File: src/rtl/ifd_pkg.sv
// Shared types, field codes and helpers of the instruction field decoder.
// Used by ifd_field_unit, instruction_field_decoder and ifd_checker.
// No dependencies.
package ifd_pkg;

    // Full width of the instruction byte window carried on the input
    localparam int WINDOW_BYTES        = 6;
    localparam int DEF_MAX_INSTR_BYTES = 6;

    // Commands (input tuser)
    localparam logic CMD_START = 1'b0;
    localparam logic CMD_FIELD = 1'b1;

    // Field kinds
    localparam logic [4:0] KIND_NONE   = 5'd0;
    localparam logic [4:0] KIND_D      = 5'd1;
    localparam logic [4:0] KIND_S      = 5'd2;
    localparam logic [4:0] KIND_V      = 5'd3;
    localparam logic [4:0] KIND_W      = 5'd4;
    localparam logic [4:0] KIND_MOD    = 5'd5;
    localparam logic [4:0] KIND_RM     = 5'd6;
    localparam logic [4:0] KIND_REG    = 5'd7;
    localparam logic [4:0] KIND_SR     = 5'd8;
    localparam logic [4:0] KIND_INC8   = 5'd9;
    localparam logic [4:0] KIND_INCLO  = 5'd10;
    localparam logic [4:0] KIND_INCHI  = 5'd11;
    localparam logic [4:0] KIND_DISP   = 5'd12;
    localparam logic [4:0] KIND_DATA8  = 5'd13;
    localparam logic [4:0] KIND_DATALO = 5'd14;
    localparam logic [4:0] KIND_DATAHI = 5'd15;
    localparam logic [4:0] KIND_ADDRLO = 5'd16;
    localparam logic [4:0] KIND_ADDRHI = 5'd17;
    localparam logic [4:0] KIND_OPEXT  = 5'd18;

    // mod / rm encodings that select the displacement size
    localparam logic [1:0] MOD_NO_DISP = 2'b00;
    localparam logic [1:0] MOD_DISP8   = 2'b01;
    localparam logic [1:0] MOD_DISP16  = 2'b10;
    localparam logic [2:0] RM_DIRECT   = 3'b110;

    // Output tdata layout
    localparam int OUT_DATA_BITS = 24;
    localparam int OUT_CNT_LSB   = 16;
    localparam int OUT_WF_BIT    = 19;
    localparam int OUT_OVR_BIT   = 20;

    typedef struct packed {
        logic [47:0] instr_bytes;
        logic [4:0]  field_kind;
        logic        force_en;
        logic [7:0]  force_val;
        logic [2:0]  shift_amt;
        logic [7:0]  field_mask;
        logic [2:0]  byte_index;
    } item_t;

    typedef struct packed {
        logic [47:0] window;
        logic [2:0]  consumed;
        logic [1:0]  mode_bits;
        logic [2:0]  rm_bits;
        logic        width_bit;
        logic        sign_bit;
        logic [15:0] data_word;
        logic [15:0] ip_step;
        logic [15:0] address_word;
    } dec_state_t;

    typedef struct packed {
        logic [4:0]  field_code;
        logic [15:0] field_value;
        logic [2:0]  bytes_consumed;
        logic        w_was_forced;
        logic        overrun;
    } result_t;

    // Byte i of the window; bytes past the six carried read as zero
    function automatic logic [7:0] win_byte(input logic [47:0] win, input logic [2:0] i);
        logic [63:0] ext;
        ext = {16'h0000, win};
        return ext[{i, 3'b000} +: 8];
    endfunction

endpackage

File: src/rtl/ifd_field_unit.sv
// Combinational decode of one field spec against the decoder state.
// Produces the next state and at most one result. Depends on ifd_pkg.
module ifd_field_unit import ifd_pkg::*;
#(
    parameter int MAX_INSTR_BYTES = DEF_MAX_INSTR_BYTES
)
(
    input  logic       command,
    input  item_t      item,
    input  dec_state_t state_cur,
    output dec_state_t state_next,
    output logic       has_result,
    output result_t    result
);

    localparam int         WinLen  = (MAX_INSTR_BYTES < WINDOW_BYTES) ?
                                     MAX_INSTR_BYTES : WINDOW_BYTES;
    localparam logic [2:0] WinLen3 = 3'(WinLen);

    // Sequential byte reads: first and second next byte
    logic       nb0_ovr, nb1_ovr, bf_ovr;
    logic [7:0] nb0, nb1, bf_byte, bf_val;
    logic [2:0] cnt1, cnt2, bf_cnt;

    always_comb
    begin
        nb0_ovr = state_cur.consumed >= WinLen3;
        nb0     = nb0_ovr ? 8'h00 : win_byte(state_cur.window, state_cur.consumed);
        cnt1    = nb0_ovr ? WinLen3 : state_cur.consumed + 3'd1;
        nb1_ovr = cnt1 >= WinLen3;
        nb1     = nb1_ovr ? 8'h00 : win_byte(state_cur.window, cnt1);
        cnt2    = nb1_ovr ? WinLen3 : cnt1 + 3'd1;

        // Bit fields mark every byte up to the indexed one as consumed
        bf_ovr  = item.byte_index >= WinLen3;
        bf_byte = bf_ovr ? 8'h00 : win_byte(state_cur.window, item.byte_index);
        if (bf_ovr)
            bf_cnt = WinLen3;
        else if (item.byte_index >= state_cur.consumed)
            bf_cnt = item.byte_index + 3'd1;
        else
            bf_cnt = state_cur.consumed;
        bf_val = item.force_en ? item.force_val
                               : ((bf_byte >> item.shift_amt) & item.field_mask);
    end

    always_comb
    begin
        state_next          = state_cur;
        has_result          = 1'b0;
        result.field_code   = item.field_kind;
        result.field_value  = 16'h0000;
        result.w_was_forced = 1'b0;
        result.overrun      = 1'b0;

        if (command == CMD_START) begin
            state_next.window   = item.instr_bytes;
            state_next.consumed = 3'd0;
        end else begin
            has_result = 1'b1;
            case (item.field_kind)
                KIND_D, KIND_S, KIND_V, KIND_W, KIND_MOD, KIND_RM, KIND_REG,
                KIND_SR, KIND_OPEXT:
                begin
                    state_next.consumed = bf_cnt;
                    result.overrun      = bf_ovr;
                    result.field_value  = {8'h00, bf_val};
                    if (item.field_kind == KIND_S)
                        state_next.sign_bit = bf_val[0];
                    if (item.field_kind == KIND_W) begin
                        state_next.width_bit = bf_val[0];
                        result.w_was_forced  = item.force_en;
                    end
                    if (item.field_kind == KIND_MOD)
                        state_next.mode_bits = bf_val[1:0];
                    if (item.field_kind == KIND_RM)
                        state_next.rm_bits = bf_val[2:0];
                end
                KIND_INC8, KIND_INCLO, KIND_INCHI:
                begin
                    state_next.consumed = cnt1;
                    result.overrun      = nb0_ovr;
                    if (item.field_kind == KIND_INC8)
                        state_next.ip_step = {{8{nb0[7]}}, nb0};
                    else if (item.field_kind == KIND_INCLO)
                        state_next.ip_step = {8'h00, nb0};
                    else
                        state_next.ip_step = {nb0, state_cur.ip_step[7:0]};
                    result.field_value = state_next.ip_step;
                end
                KIND_DISP:
                begin
                    if ((state_cur.mode_bits == MOD_NO_DISP && state_cur.rm_bits == RM_DIRECT)
                        || state_cur.mode_bits == MOD_DISP16) begin
                        state_next.consumed = cnt2;
                        result.overrun      = nb0_ovr | nb1_ovr;
                        result.field_value  = {nb1, nb0};
                    end else if (state_cur.mode_bits == MOD_DISP8) begin
                        state_next.consumed = cnt1;
                        result.overrun      = nb0_ovr;
                        result.field_value  = {{8{nb0[7]}}, nb0};
                    end
                end
                KIND_DATA8, KIND_DATALO:
                begin
                    state_next.consumed  = cnt1;
                    result.overrun       = nb0_ovr;
                    state_next.data_word = {8'h00, nb0};
                    result.field_value   = state_next.data_word;
                end
                KIND_DATAHI:
                begin
                    // High data byte only for word operands without sign extension
                    if (state_cur.width_bit && !state_cur.sign_bit) begin
                        state_next.consumed  = cnt1;
                        result.overrun       = nb0_ovr;
                        state_next.data_word = {nb0, state_cur.data_word[7:0]};
                    end
                    result.field_value = state_next.data_word;
                end
                KIND_ADDRLO, KIND_ADDRHI:
                begin
                    state_next.consumed = cnt1;
                    result.overrun      = nb0_ovr;
                    if (item.field_kind == KIND_ADDRLO)
                        state_next.address_word = {8'h00, nb0};
                    else
                        state_next.address_word = {nb0, state_cur.address_word[7:0]};
                    result.field_value = state_next.address_word;
                end
                default:
                begin
                    has_result = 1'b0;
                end
            endcase
        end
        result.bytes_consumed = state_next.consumed;
    end

endmodule

File: src/rtl/instruction_field_decoder.sv
// Top level of the instruction field decoder: input register, decode state,
// result register. Depends on ifd_pkg and ifd_field_unit.
//
//  channel  | direction | tdata                                  | tuser
//  ---------+-----------+----------------------------------------+-----------
//  s_axis   | in        | instr bytes, kind, forced, fval, shift, | command
//           |           | mask, byte index (80 bits)             |
//  m_axis   | out       | value, consumed, w forced, overrun     | field code
//
// One item per cycle while the result register is not stalled: each item sits
// in the input register, where the decode unit reads and updates the state,
// then lands in the result register.
// Start commands and unknown kinds produce no result.
// A stalled result holds in the output register; the input register still
// takes an item and keeps it until the result register frees up.
// Reset clears all decode state, the window and both valid flags.
module instruction_field_decoder import ifd_pkg::*;
#(
    parameter int MAX_INSTR_BYTES = DEF_MAX_INSTR_BYTES
)
(
    input  logic        clk,
    input  logic        rst_n,
    input  logic        s_axis_tvalid,
    output logic        s_axis_tready,
    // [47:0] instruction_bytes, [52:48] field_kind, [53] force_en,
    // [61:54] force_val, [64:62] shift_amt, [72:65] field_mask,
    // [75:73] byte_index, [79:76] zero
    input  logic [79:0] s_axis_tdata,
    // [0] command
    input  logic        s_axis_tuser,
    output logic        m_axis_tvalid,
    input  logic        m_axis_tready,
    // [15:0] field_value, [18:16] bytes_consumed, [19] w_was_forced,
    // [20] overrun, [23:21] zero
    output logic [OUT_DATA_BITS-1:0] m_axis_tdata,
    // [4:0] field_code
    output logic [4:0]  m_axis_tuser
);

    logic       in_valid_reg;
    logic       in_cmd_reg;
    item_t      in_item_reg;
    item_t      s_item;
    dec_state_t state_reg, state_next;
    logic       has_result;
    result_t    result;
    logic       advance;
    logic       out_valid_reg;
    logic [OUT_DATA_BITS-1:0] out_data_reg;
    logic [4:0] out_user_reg;

    always_comb
    begin
        s_item.instr_bytes = s_axis_tdata[47:0];
        s_item.field_kind  = s_axis_tdata[52:48];
        s_item.force_en    = s_axis_tdata[53];
        s_item.force_val   = s_axis_tdata[61:54];
        s_item.shift_amt   = s_axis_tdata[64:62];
        s_item.field_mask  = s_axis_tdata[72:65];
        s_item.byte_index  = s_axis_tdata[75:73];
    end

    ifd_field_unit #(
        .MAX_INSTR_BYTES(MAX_INSTR_BYTES)
    ) u_field (
        .command    (in_cmd_reg),
        .item       (in_item_reg),
        .state_cur  (state_reg),
        .state_next (state_next),
        .has_result (has_result),
        .result     (result)
    );

    // Leave the input register when there is no result or the result has somewhere to go
    assign advance       = in_valid_reg && (!has_result || !out_valid_reg || m_axis_tready);
    assign s_axis_tready = !in_valid_reg || advance;

    always_ff @(posedge clk or negedge rst_n)
    begin
        if (!rst_n) begin
            in_valid_reg  <= 1'b0;
            out_valid_reg <= 1'b0;
            state_reg     <= '0;
        end else begin
            if (s_axis_tready)
                in_valid_reg <= s_axis_tvalid;
            if (advance) begin
                state_reg <= state_next;
            end
            if (advance && has_result)
                out_valid_reg <= 1'b1;
            else if (m_axis_tready)
                out_valid_reg <= 1'b0;
        end
    end

    always_ff @(posedge clk)
    begin
        if (s_axis_tvalid && s_axis_tready) begin
            in_item_reg <= s_item;
            in_cmd_reg  <= s_axis_tuser;
        end
        if (advance && has_result) begin
            out_user_reg <= result.field_code;
            out_data_reg <= {3'b000, result.overrun, result.w_was_forced,
                             result.bytes_consumed, result.field_value};
        end
    end

    assign m_axis_tvalid = out_valid_reg;
    assign m_axis_tdata  = out_data_reg;
    assign m_axis_tuser  = out_user_reg;

endmodule

File: config.mk
export PLATFORM = sky130hd
export DESIGN_NAME = instruction_field_decoder
export DESIGN_NICKNAME = d
export VERILOG_FILES = /design/src/rtl/ifd_pkg.sv /design/src/rtl/ifd_field_unit.sv /design/src/rtl/instruction_field_decoder.sv
export SDC_FILE = /design/constraint.sdc
export NUM_CORES = 1
export LEC_CHECK = 0
export BUFFER_PORTS_ARGS = -buffer_cell sky130_fd_sc_hd__buf_2
export CAP_MARGIN = 25
export CORE_MARGIN = 3
export CORE_UTILIZATION = 55
export CTS_BUF_LIST = sky130_fd_sc_hd__clkbuf_4
export DETAILED_ROUTE_END_ITERATION = 8
export MAX_ROUTING_LAYER = met4
export PLACE_DENSITY = 0.82
export SETUP_SLACK_MARGIN = 0.1
export SKIP_CTS_REPAIR_TIMING = 1
export SYNTH_ARGS = -nofsm -noshare
export SYNTH_HDL_FRONTEND = slang
export SYNTH_SLANG_ARGS = --single-unit
File: constraint.sdc
create_clock -name clk -period 9.7 [get_ports clk]
set_clock_uncertainty 0.05 [all_clocks]
set_input_delay 1.455 -clock clk [delete_from_list [all_inputs] [get_ports clk]]
set_output_delay 1.455 -clock clk [all_outputs]
set_load 0.01 [all_outputs]
==> run metrics <==
number of global-route vias before repair around 6.7k; min Tclk post-route 4.15 ns; area grow syn2layout 11.2%; Placer Congestion roughly 0.99; Psw about 0.66 mW; hold path startpoint in_item_reg[37]; first-pass GRT wire length approximately 36000 um; data arrival time of the critical path 2.64 ns; Worst-Margin Slew between 1 and 1.5 ns; sequential share of the synthesized area around 56%; dpl hpwl ~16000 um; input/output buffers 108; post-layout util a little over three fifths; Clock Sinks around 200; Power Dens Cells approximately 190 nW/um2; Post-synth top flop edfxtp_1; post-synthesis average cell area approximately 12 um2; share of cells above drive strength 1 27.1%; dpl cells 1100; post-DR wirelength/cell ~20 um; CTS tree done; Core Area 16800 um2; cell-internal power around 1.4 mW; maxcap violations 0; vias per cell ~6.2; register share of total power roughly 53%; max reg flops 90; Non-Filler Instances 1137; clock root buffer clkbuf_4; RSZ-0062 raised after global routing no; Clock Tree Buf Depth 2; Tcrit/Tclk final ~43%; clock-pin slew on the worst setup and hold paths 0.14 ns; Vias approximately 7k; H-Tree Level Count 4; maximum VDD drop roughly 0.12 mV; Min-Delay Path Class register to register; DRT iter0 DRCs 1007; # IOs ~120; outcome finished, final reports clean; GRT overflow 0; largest net degree at the start of global routing 78; die width ~140 um; pre-CTS WS 5.55 ns; antenna-violating nets left 0; clock share of power between 20% and 30%; reg2reg start in_item_reg[1]; flops & latches, synth 195; count of cell types in the netlist 79; die height approximately 140 um; CTS buffer count 17; crit path kind primary input to output port; Syn Std Cell Area between 9000 and 10000 um2; reg2reg setup slack just under 6 ns; final wirelength approximately 23000 um; initial antenna violation count 1; Worst Path Max Fanout 5; post-layout instance area about 11000 um2; Rows 47; slew margin rel. between 20 and 30%; clk_lat worst skew about 0.61 ns; Peak Freq roughly 240 MHz; Syn Inst Count roughly 800; crit start category primary input; Post-synth ARST share a little under half; CP Capture Type output port; area leader, netlist edfxtp_1; YS warnings 0; CP bufs+invs 2; Setup crit start m_axis_tready; Remaining DRCs 0; Sw Ratio about a third; die footprint 19000 um2; Starting Density ~57%; dominant cell type by count on the critical path buf_2; Comb power frac approximately a quarter; CP max stage cell a221oi_1; WHS 0.446 ns; total negative slack 0 ns; Final Setup Violations 0; cells along the critical path buf_2, nand2b_1, a221oi_1, nand3_1, buf_2; total power draw roughly 2.0 mW; Critical Path RT around 8.2 ns; largest cells by area after synthesis edfxtp_1, dfrtp_1, mux2_2; DR pass1 iterations 7; Post-Place Cell Area 10300 um2; post-synth top area share about a third; fin. max-slew vios 0; Layout Nets roughly 990; slack of the critical path about 5.6 ns; family with the most delay on the worst path compound AO/OA/AOI/OAI gates; Leakage Power 4.21 nW; number of synthesized flops with an enable pin approximately 100; Crit path largest cell delay about 0.48 ns; Final Hold Fails 0; GRT Overall Usage around a quarter
-- cell usage after synthesis, drive strengths merged (9+ instances only) --
master   number
a311oi        9
nor2b        19
nor3         30
inv          22
mux2i        22
o2bb2ai      14
nor2         33
buf          18
a222oi       10
o22ai        10
edfxtp      103
dfrtp        92
clkbuf       31
o21ai        26
o31ai        11
nand3        18
nand2b       15
a21oi        40
nand2        73
mux2         83
a211oi       16
-- metal layers --
metal  share of wire (%)  routed length, um  GRT usage (%)  vias up
li1                    -                  -              -     3260
met1                  43               9660           35.3     3392
met2                  46              10400           37.3      369
met3                 7.8               1780           6.17       57
met4                 3.8                858           9.88        0
met5                   0                  0              -        -
-- cell families (layout without fill, tap and decap cells) --
logic type                 count (synthesis)  count (layout)  synth area share (%)
muxes                                    108             108                  12.8
DFF                                      195             195                  56.4
AOI/OAI and AO/OA                        200             200                  14.9
and+or+nand+nor                          223             223                  11.8
adders and majority gates                  6               6                 0.784
buffers and inverters                     72             176                  3.10
other                                      1               7                0.0392
xor gates and xnor gates                   2               2                 0.183
-- cells in the final DEF, fill, tap and decap left out, types with 5 or more instances in the layout --
cell type	synthesis	final
nand3_1	18	18
inv_1	20	20
dfrtp_1	92	92
o2bb2ai_1	14	14
nor2_1	32	31
mux2i_1	22	22
inv_6	0	6
or3_1	6	6
clkbuf_4	0	20
nor2b_1	19	19
edfxtp_1	103	103
a222oi_1	10	10
a31oi_1	7	7
buf_4	3	12
a21o_1	6	6
nor3_1	28	28
o211ai_1	5	5
nand2_1	73	73
nand2b_1	15	15
a221oi_1	8	8
buf_2	6	108
a311oi_1	9	9
a21oi_1	40	40
a22oi_1	5	5
a211oi_1	16	16
o31ai_1	11	11
mux2_2	73	73
o21ai_0	25	25
o22ai_1	10	10
ha_1	6	6
mux2_1	8	8
-- worst reg2reg max path, stage by stage (launching register included) --
cell      delay, ns
edfxtp_1       1.05
ha_1           0.36
nor3b_1        0.07
buf_4          0.23
a222oi_1       0.81
nor4_1         0.09
a31oi_1        0.18
nand4_1        0.33
a22o_1         0.33
-- area by class of cell --
class                   instances  area [um2]
well taps                     220         275
clock inverters                12         169
repair buffers                121         658
flip-flops and latches        195        5400
fillers                      1333        6180
diodes                          4        10.0
multi-input cells             542        3900
clock buffers                  20         150
inverters                      23        86.3
-- power by group through the flow --
stage / Combinational (mW) / Clock (mW) / Sequential (mW)
after floorplan: 0.337 / 0 / 1.04
after global placement: 0.453 / 0 / 1.07
after detailed placement: 0.467 / 0 / 1.07
after CTS: 0.469 / 0.486 / 1.06
after global routing: 0.523 / 0.520 / 1.07
final: 0.482 / 0.476 / 1.06
-- worst paths after layout --
kind / to / cells past startpoint
worst min-delay path: state_reg[67] / 1
max in group asynchronous: state_reg[75] / 2
min in group asynchronous: state_reg[4] / 1
worst max-delay path: s_axis_tready / 5
worst min register to register: state_reg[67] / 1
worst max register to register: m_axis_tdata[0] / 8
Note: power is estimated with default switching activity, not from simulation.
